File: src/rtl/clp_pkg.sv
package clp_pkg;

    localparam int NAME_OFFSET_W = 12;
    localparam int NAME_LENGTH_W = 7;
    localparam int CODE_W        = 8;
    localparam int ENTRY_COUNT_W = 4;

    localparam logic [7:0] CHAR_NUL        = 8'h00;
    localparam logic [7:0] CHAR_COLON      = 8'h3A;
    localparam logic [7:0] CHAR_UNDERSCORE = 8'h5F;
    localparam logic [7:0] CHAR_ZERO       = 8'h30;
    localparam logic [7:0] CHAR_ONE        = 8'h31;

    localparam logic [7:0] VERSION_DEFAULT = 8'h01;
    localparam logic [7:0] SANDBOX_NONE    = 8'hFF;

    typedef enum logic [2:0] {
        MODE_SEG,
        MODE_NAME,
        MODE_COLON,
        MODE_SKIP,
        MODE_DONE
    } mode_t;

    typedef enum logic [1:0] {
        META_IDLE,
        META_COLON1,
        META_COLON2,
        META_CHAR
    } meta_t;

endpackage

File: src/rtl/connection_list_parser.sv
// Connection list parser: one region byte per request, one request per cycle when not stalled.
// A result is registered in two steps: the input register takes the byte,
// then the parse step writes the result register.
// The parser takes one byte per cycle unless out_stall holds the input register and
// back-pressures in_stall. Reset (rst_n low, asynchronous) empties both
// registers and returns the parser to segment start; it also re-arms at region end.
module connection_list_parser #(
    parameter int REGION_BYTES = 4096,
    parameter int MAX_ENTRIES  = 8,
    parameter int NAME_MAX     = 64
) (
    input  logic                                clk,
    input  logic                                rst_n,
    input  logic                                in_valid,
    output logic                                in_stall,
    input  logic [7:0]                          region_byte,
    input  logic                                region_last,
    output logic                                out_valid,
    input  logic                                out_stall,
    output logic                                entry_valid,
    output logic [clp_pkg::NAME_OFFSET_W-1:0]   name_offset,
    output logic [clp_pkg::NAME_LENGTH_W-1:0]   name_length,
    output logic [clp_pkg::CODE_W-1:0]          version_code,
    output logic [clp_pkg::CODE_W-1:0]          sandbox_code,
    output logic [clp_pkg::ENTRY_COUNT_W-1:0]   entry_count,
    output logic                                list_done
);
    import clp_pkg::*;

    localparam int OFF_W = $clog2(REGION_BYTES);
    localparam int LEN_W = $clog2(NAME_MAX + 2);
    localparam int CNT_W = $clog2(MAX_ENTRIES + 1);

    localparam logic [OFF_W-1:0] LAST_OFFSET = OFF_W'(REGION_BYTES - 1);
    localparam logic [LEN_W-1:0] LEN_MAX     = LEN_W'(NAME_MAX);
    localparam logic [CNT_W-1:0] CNT_MAX     = CNT_W'(MAX_ENTRIES);

    // input register
    logic       s1_valid_reg;
    logic [7:0] s1_byte_reg;
    logic       s1_last_reg;

    // parser state
    mode_t            mode_reg, mode_next;
    logic [OFF_W-1:0] byte_offset_reg, byte_offset_next;
    logic [OFF_W-1:0] cand_start_reg, cand_start_next;
    logic [LEN_W-1:0] cand_length_reg, cand_length_next;
    logic             cand_underscore_reg, cand_underscore_next;
    logic [1:0]       cand_colons_reg, cand_colons_next;
    logic             name_open_reg, name_open_next;
    logic [7:0]       open_version_reg, open_version_next;
    logic [7:0]       open_sandbox_reg, open_sandbox_next;
    meta_t            meta_step_reg, meta_step_next;
    logic [7:0]       meta_char_reg, meta_char_next;
    logic [CNT_W-1:0] entries_reg, entries_next;

    // result register
    logic                     out_valid_reg;
    logic                     res_entry_reg, res_entry_next;
    logic [NAME_OFFSET_W-1:0] res_offset_reg, res_offset_next;
    logic [NAME_LENGTH_W-1:0] res_length_reg, res_length_next;
    logic [CODE_W-1:0]        res_version_reg, res_version_next;
    logic [CODE_W-1:0]        res_sandbox_reg, res_sandbox_next;
    logic [ENTRY_COUNT_W-1:0] res_count_reg, res_count_next;
    logic                     res_done_reg, res_done_next;
    logic                     emit;

    logic advance;

    assign advance  = s1_valid_reg && (!out_valid_reg || !out_stall);
    assign in_stall = s1_valid_reg && !advance;

    always_comb
    begin
        logic [7:0]       b;
        logic             is_end;
        logic             finish;
        logic             capped;
        logic [CNT_W-1:0] cnt_inc;
        logic [1:0]       want;

        b       = s1_byte_reg;
        is_end  = s1_last_reg || (byte_offset_reg >= LAST_OFFSET);
        finish  = 1'b0;
        capped  = 1'b0;
        cnt_inc = entries_reg + 1'b1;
        want    = cand_underscore_reg ? 2'd0 : 2'd1;

        mode_next            = mode_reg;
        byte_offset_next     = byte_offset_reg + 1'b1;
        cand_start_next      = cand_start_reg;
        cand_length_next     = cand_length_reg;
        cand_underscore_next = cand_underscore_reg;
        cand_colons_next     = cand_colons_reg;
        name_open_next       = name_open_reg;
        open_version_next    = open_version_reg;
        open_sandbox_next    = open_sandbox_reg;
        meta_step_next       = meta_step_reg;
        meta_char_next       = meta_char_reg;
        entries_next         = entries_reg;

        emit             = 1'b0;
        res_entry_next   = 1'b0;
        res_offset_next  = '0;
        res_length_next  = '0;
        res_version_next = VERSION_DEFAULT;
        res_sandbox_next = SANDBOX_NONE;
        res_count_next   = ENTRY_COUNT_W'(entries_reg);
        res_done_next    = 1'b1;

        case (mode_reg)
            MODE_SEG:
            begin
                if (b == CHAR_NUL)
                begin
                    finish = 1'b1;
                end
                else if (b == CHAR_COLON)
                begin
                    mode_next      = MODE_COLON;
                    meta_step_next = META_COLON1;
                end
                else
                begin
                    if (name_open_reg)
                    begin
                        capped           = (cnt_inc >= CNT_MAX);
                        emit             = 1'b1;
                        res_entry_next   = 1'b1;
                        res_offset_next  = NAME_OFFSET_W'(cand_start_reg);
                        res_length_next  = NAME_LENGTH_W'(cand_length_reg);
                        res_version_next = open_version_reg;
                        res_sandbox_next = open_sandbox_reg;
                        res_count_next   = ENTRY_COUNT_W'(cnt_inc);
                        res_done_next    = capped || is_end;
                        entries_next      = cnt_inc;
                        name_open_next    = 1'b0;
                        open_version_next = VERSION_DEFAULT;
                        open_sandbox_next = SANDBOX_NONE;
                    end
                    if (capped)
                    begin
                        mode_next = MODE_DONE;
                    end
                    else
                    begin
                        cand_start_next      = byte_offset_reg;
                        cand_length_next     = LEN_W'(1);
                        cand_underscore_next = (b == CHAR_UNDERSCORE);
                        cand_colons_next     = 2'd0;
                        mode_next            = MODE_NAME;
                    end
                end
            end
            MODE_NAME:
            begin
                if (b == CHAR_NUL)
                begin
                    if (cand_length_reg != '0 && cand_length_reg <= LEN_MAX
                        && cand_colons_reg == want)
                    begin
                        name_open_next    = 1'b1;
                        open_version_next = VERSION_DEFAULT;
                        open_sandbox_next = SANDBOX_NONE;
                    end
                    mode_next = MODE_SEG;
                end
                else
                begin
                    if (cand_length_reg <= LEN_MAX)
                        cand_length_next = cand_length_reg + 1'b1;
                    if (b == CHAR_COLON && cand_colons_reg < 2'd2)
                        cand_colons_next = cand_colons_reg + 1'b1;
                end
            end
            MODE_COLON:
            begin
                case (meta_step_reg)
                    META_COLON1:
                    begin
                        if (b == CHAR_COLON)
                            meta_step_next = META_COLON2;
                        else if (b == CHAR_NUL)
                            mode_next = MODE_SEG;
                        else
                            mode_next = MODE_SKIP;
                    end
                    META_COLON2:
                    begin
                        if (b != CHAR_NUL)
                        begin
                            meta_char_next = b;
                            meta_step_next = META_CHAR;
                        end
                        else
                            mode_next = MODE_SEG;
                    end
                    default:
                    begin
                        if (b == CHAR_NUL)
                        begin
                            if (name_open_reg)
                            begin
                                if (open_version_reg == VERSION_DEFAULT)
                                    open_version_next = meta_char_reg - CHAR_ZERO;
                                else if (open_sandbox_reg == SANDBOX_NONE)
                                    open_sandbox_next = meta_char_reg - CHAR_ONE;
                            end
                            mode_next = MODE_SEG;
                        end
                        else
                            mode_next = MODE_SKIP;
                    end
                endcase
                if (mode_next != MODE_COLON)
                    meta_step_next = META_IDLE;
            end
            MODE_SKIP:
            begin
                if (b == CHAR_NUL)
                    mode_next = MODE_SEG;
            end
            default:
            begin
            end
        endcase

        if (!emit && mode_next != MODE_DONE && (finish || is_end))
        begin
            emit = 1'b1;
            if (name_open_next)
            begin
                res_entry_next   = 1'b1;
                res_offset_next  = NAME_OFFSET_W'(cand_start_next);
                res_length_next  = NAME_LENGTH_W'(cand_length_next);
                res_version_next = open_version_next;
                res_sandbox_next = open_sandbox_next;
                res_count_next   = ENTRY_COUNT_W'(cnt_inc);
                entries_next     = cnt_inc;
                name_open_next   = 1'b0;
            end
            res_done_next = 1'b1;
            mode_next     = MODE_DONE;
        end

        if (is_end)
        begin
            mode_next            = MODE_SEG;
            byte_offset_next     = '0;
            cand_start_next      = '0;
            cand_length_next     = '0;
            cand_underscore_next = 1'b0;
            cand_colons_next     = 2'd0;
            name_open_next       = 1'b0;
            open_version_next    = VERSION_DEFAULT;
            open_sandbox_next    = SANDBOX_NONE;
            meta_step_next       = META_IDLE;
            meta_char_next       = '0;
            entries_next         = '0;
        end
    end

    always_ff @(posedge clk or negedge rst_n)
    begin
        if (!rst_n)
        begin
            s1_valid_reg        <= 1'b0;
            out_valid_reg       <= 1'b0;
            mode_reg            <= MODE_SEG;
            byte_offset_reg     <= '0;
            cand_start_reg      <= '0;
            cand_length_reg     <= '0;
            cand_underscore_reg <= 1'b0;
            cand_colons_reg     <= 2'd0;
            name_open_reg       <= 1'b0;
            open_version_reg    <= VERSION_DEFAULT;
            open_sandbox_reg    <= SANDBOX_NONE;
            meta_step_reg       <= META_IDLE;
            meta_char_reg       <= '0;
            entries_reg         <= '0;
        end
        else
        begin
            if (!in_stall)
                s1_valid_reg <= in_valid;
            if (advance)
            begin
                out_valid_reg       <= emit;
                mode_reg            <= mode_next;
                byte_offset_reg     <= byte_offset_next;
                cand_start_reg      <= cand_start_next;
                cand_length_reg     <= cand_length_next;
                cand_underscore_reg <= cand_underscore_next;
                cand_colons_reg     <= cand_colons_next;
                name_open_reg       <= name_open_next;
                open_version_reg    <= open_version_next;
                open_sandbox_reg    <= open_sandbox_next;
                meta_step_reg       <= meta_step_next;
                meta_char_reg       <= meta_char_next;
                entries_reg         <= entries_next;
            end
            else if (!out_stall)
                out_valid_reg <= 1'b0;
        end
    end

    always_ff @(posedge clk)
    begin
        if (!in_stall && in_valid)
        begin
            s1_byte_reg <= region_byte;
            s1_last_reg <= region_last;
        end
        if (advance && emit)
        begin
            res_entry_reg   <= res_entry_next;
            res_offset_reg  <= res_offset_next;
            res_length_reg  <= res_length_next;
            res_version_reg <= res_version_next;
            res_sandbox_reg <= res_sandbox_next;
            res_count_reg   <= res_count_next;
            res_done_reg    <= res_done_next;
        end
    end

    assign out_valid    = out_valid_reg;
    assign entry_valid  = res_entry_reg;
    assign name_offset  = res_offset_reg;
    assign name_length  = res_length_reg;
    assign version_code = res_version_reg;
    assign sandbox_code = res_sandbox_reg;
    assign entry_count  = res_count_reg;
    assign list_done    = res_done_reg;

endmodule
File: config.mk
export PLATFORM = sky130hd
export DESIGN_NAME = connection_list_parser
export DESIGN_NICKNAME = d
export VERILOG_FILES = /design/src/rtl/clp_pkg.sv /design/src/rtl/connection_list_parser.sv
export SDC_FILE = /design/constraint.sdc
export NUM_CORES = 1
export LEC_CHECK = 0
export BUFFER_PORTS_ARGS = -buffer_cell sky130_fd_sc_hd__buf_2
export CORE_ASPECT_RATIO = 1.2
export CORE_MARGIN = 4
export CORE_UTILIZATION = 66
export CTS_BUF_LIST = sky130_fd_sc_hd__clkbuf_4 sky130_fd_sc_hd__clkbuf_8
export CTS_CLUSTER_SIZE = 8
export DETAILED_ROUTE_END_ITERATION = 6
export GPL_TIMING_DRIVEN = 0
export PLACE_DENSITY = 0.88
export SYNTH_ARGS = -nofsm -noshare
export SYNTH_HDL_FRONTEND = slang
export SYNTH_SLANG_ARGS = --single-unit
File: constraint.sdc
create_clock -name clk -period 7.5 [get_ports clk]
set_input_delay 0.75 -clock clk [delete_from_list [all_inputs] [get_ports clk]]
set_output_delay 0.75 -clock clk [all_outputs]
set_load 0.03 [all_outputs]
==> flow_metrics.py <==
metrics = {
    "global_routing": {
        "grt_pass1_wl_mm": 24.2,
        "overflow": 0,
        "grtUsageMet1": 0.385,
        "grt_pass1_vias": 4731,
        "grt_use_met2": 0.476,
        "grt_antenna_before_repair": 0,
        "busiest_layer": "met2",
        "track_usage": 0.300,
        "grt_max_degree": 71,
        "grt_use_met3": 0.0686,
    },
    "worst_setup_path": {
        "startpoint_type": "flop",
        "rr_endpoint": "cand_start_reg[7]$_DFFE_PN0P_",
        "crit_chain": "ha_1, and3_1, clkbuf_1, a41oi_2, nand2_1, nor2_1, clkbuf_1, a22o_1",
        "ff2ff_path_depth": 8,
        "critPathSlowestCell": "a41oi_2",
        "reg2reg_from": "byte_offset_reg[0]$_DFFE_PN0P_",
        "end_kind": "flop",
        "rrSetupSlack_ns": 4.42,
        "crit_required_ns": 7.89,
        "max_stage_delay_ns": 0.52,
        "critPathKind": "reg -> reg",
        "worstPathArrival_ns": 3.48,
        "cp_max_fo": 10,
        "cp_common_cell": "clkbuf_1",
    },
    "power": {
        "peakVddDrop_mv": 0.154,
        "total_power_mw": 1.61,
        "p_leak_nw": 2.72,
        "power.density_nw_per_um2": 239,
    },
    "synthesis": {
        "synth_edf_count": 50,
        "postSynthCellCount": 508,
        "synth_seq_cells": 120,
        "syn_area_per_cell_um2": 11.6,
        "synth_warnings": 0,
        "synth-seq-area-share": 0.556,
        "dominantRegCellSynth": "dfrtp_1",
        "synthArstFlopShare": 0.583,
        "synth_area_um2": 5870,
        "syn-num-nets": 529,
        "ys_types": 78,
    },
    "timing": {
        "finalMaxSlewViolations": 0,
        "worst_slew_pin_slew_ns": 0.910,
        "rsz0062_at_grt": "false",
        "fin_worst_skew_ns": 0.0144,
        "slew_headroom": 0.393,
        "fmaxAchievable_mhz": 324,
        "hold_viol": 0,
        "setup_tns_ns": 0,
        "setup_viol_count_final": 0,
        "setup_ws_ns": 4.42,
        "fin_crit_sh": 0.411,
        "period_needed_ns": 3.08,
    },
    "clocking": {
        "worstSkewPairLatency_ns": 0.46,
        "h-tree-depth": 4,
        "clock-sinks": 120,
        "clockBufferDepth": 2,
        "post-cts-setup-buffers": 0,
        "cts_resized": 0,
        "cts-root-buf": "clkbuf_8",
        "ctsHoldBuffers": 0,
        "cts_tree": "built",
        "cts_buffers": 17,
        "path_clk_slew_ns": 0.07,
    },
    "place": {
        "gp_congestion": 0.952,
        "dp_slack_ns": 4.52,
        "io_buffers": 55,
        "place_hpwl_mm": 9.83,
    },
    "drt": {
        "vias": 4742,
        "drc": 0,
        "viasPerCell": 6.65,
        "routed_wl_mm": 14.6,
        "wl_per_cell_um": 20.5,
        "dr.pass1.iters": 7,
        "ant_nets": 0,
        "drt_iter0_drc": 426,
    },
    "floorplanning": {
        "die-area_um2": 10500,
        "io_pins": 56,
        "die_w_um": 94.1,
        "die_height_um": 111,
        "start_util": 0.681,
        "rows": 37,
        "core-area_um2": 8610,
    },
    "flow_run": {
        "cap_violations": 0,
    },
    "cells_and_area": {
        "antenna_cells": 0,
        "n_fill_cell": 557,
        "final_nets": 604,
        "syn_to_final_growth_pct": 14.9,
        "final_layout_size_suffix_gt1_frac": 0.215,
    },
    "run_status": {
        "status": "finished clean",
    },
    "hold_path": {
        "min_path_type": "in -> async",
    },
}
-- layer usage --
layer | vias to the layer above | share of wire
met3 | 55 | 0.064
met1 | 2352 | 0.40
met5 | - | 0
met2 | 247 | 0.50
met4 | 0 | 0.035
li1 | 2088 | -
-- cell type report --
cell class	instances	area, um^2	share of cell area
plain buffers	22	104	0.0154
clock buffers	21	264	0.0391
clock inverters	11	154	0.0228
inverters	10	37.5	0.00556
multi-input cells	356	2470	0.366
flip-flops and latches	120	3260	0.484
well taps	117	146	0.0217
repair buffers	56	305	0.0453
-- metrics by stage --
| step | utilization | std cells | area [um^2] | hold slack [ns] |
|---|---|---|---|---|
| 6_report | 0.783 | 713 | 6750 | 0.418 |
| 5_1_grt | 0.783 | 713 | 6750 | 0.468 |
| 4_1_cts | 0.783 | 713 | 6750 | 0.458 |
| 3_5_place_dp | 0.735 | 681 | 6330 | 0.478 |
| 3_3_place_gp | 0.730 | 680 | 6290 | 0.477 |
| 2_1_floorplan | - | 508 | 5870 | 0.454 |
-- critical path, delay by kind of cell, from the launching register on --
kind | cells | cell delay (ns)
flops | 1 | 0.44
simple gates | 3 | 0.96
buf+inv | 2 | 0.60
fa+ha+maj | 1 | 0.25
compound gates | 2 | 0.76
-- power breakdown --
part | switching [mW] | total (mW) | internal [mW]
combinational | 0.169 | 0.244 | 0.0752
sequential | 0.0250 | 0.738 | 0.713
clock | 0.257 | 0.627 | 0.371
total | 0.450 | 1.61 | 1.16
-- cells in the mapped netlist (all sizes together), types with 3 or more instances --
| cell type | instances | area (um^2) |
|---|---|---|
| and4 | 3 | 26.3 |
| edfxtp | 50 | 1500 |
| or4 | 4 | 30.0 |
| a31oi | 12 | 81.3 |
| nand2 | 40 | 150 |
| o21ai | 28 | 170 |
| nor2 | 44 | 183 |
| dfstp | 9 | 236 |
| a2bb2oi | 5 | 43.8 |
| buf | 8 | 51.3 |
| a21oi | 16 | 83.8 |
| o31ai | 4 | 35.0 |
| nand3 | 19 | 95.1 |
| xnor2 | 8 | 70.1 |
| inv | 10 | 37.5 |
| a22o | 44 | 385 |
| nor4 | 3 | 31.3 |
| nand4 | 11 | 83.8 |
| xor2 | 9 | 78.8 |
| a32o | 3 | 30.0 |
| a21o | 10 | 82.6 |
| a22oi | 4 | 43.8 |
| and2 | 19 | 119 |
| o22ai | 4 | 25.0 |
| or3 | 4 | 30.0 |
| ha | 8 | 100 |
| dfrtp | 61 | 1530 |
| clkbuf | 14 | 52.6 |
| o211ai | 5 | 37.5 |
| nor3b | 4 | 41.3 |
| nor3 | 7 | 51.3 |
| and3 | 6 | 37.5 |
-- worst max-delay path by stage --
stage / endpoint / cells after the start / startpoint
4_1_cts: name_length[5]$_DFFE_PP_ / 8 / byte_offset_reg[0]$_DFFE_PN0P_
2_1_floorplan: entry_count[0]$_DFFE_PP_ / 6 / s1_byte_reg[3]$_DFFE_PP_
3_5_place_dp: name_length[2]$_DFFE_PP_ / 7 / s1_byte_reg[2]$_DFFE_PP_
5_1_grt: cand_start_reg[7]$_DFFE_PN0P_ / 8 / byte_offset_reg[0]$_DFFE_PN0P_
3_3_place_gp: name_length[3]$_DFFE_PP_ / 6 / s1_byte_reg[3]$_DFFE_PP_
6_report: cand_start_reg[7]$_DFFE_PN0P_ / 8 / byte_offset_reg[0]$_DFFE_PN0P_
-- cells by family after synthesis --
family                   count (synthesis)  synth area share
multiplexers                             3           0.00533
XOR/XNOR                                17            0.0254
AND/OR/NAND/NOR                        174             0.164
AO/OA/AOI/OAI                          154             0.207
flip-flops                             120             0.556
buffers and inverters                   32            0.0241
adder cells (fa/ha/maj)                  8            0.0171
-- layout by cell type (no fill, tap or decap), types with 6 or more instances in the layout --
| cell type | synthesis | routed |
|---|---|---|
| a21o_1 | 9 | 9 |
| a21oi_1 | 15 | 15 |
| a22o_1 | 44 | 44 |
| a31oi_1 | 11 | 11 |
| and2_1 | 19 | 19 |
| and3_1 | 6 | 6 |
| buf_2 | 2 | 56 |
| clkbuf_1 | 14 | 14 |
| clkbuf_8 | 0 | 17 |
| dfrtp_1 | 61 | 61 |
| dfstp_2 | 9 | 9 |
| edfxtp_1 | 50 | 50 |
| ha_1 | 8 | 8 |
| inv_1 | 10 | 10 |
| nand2_1 | 40 | 40 |
| nand3_1 | 19 | 19 |
| nand4_1 | 10 | 10 |
| nor2_1 | 41 | 40 |
| o21ai_0 | 23 | 23 |
| xnor2_1 | 8 | 8 |
| xor2_1 | 9 | 9 |
No activity file was read; power rests on OpenSTA's default activity.
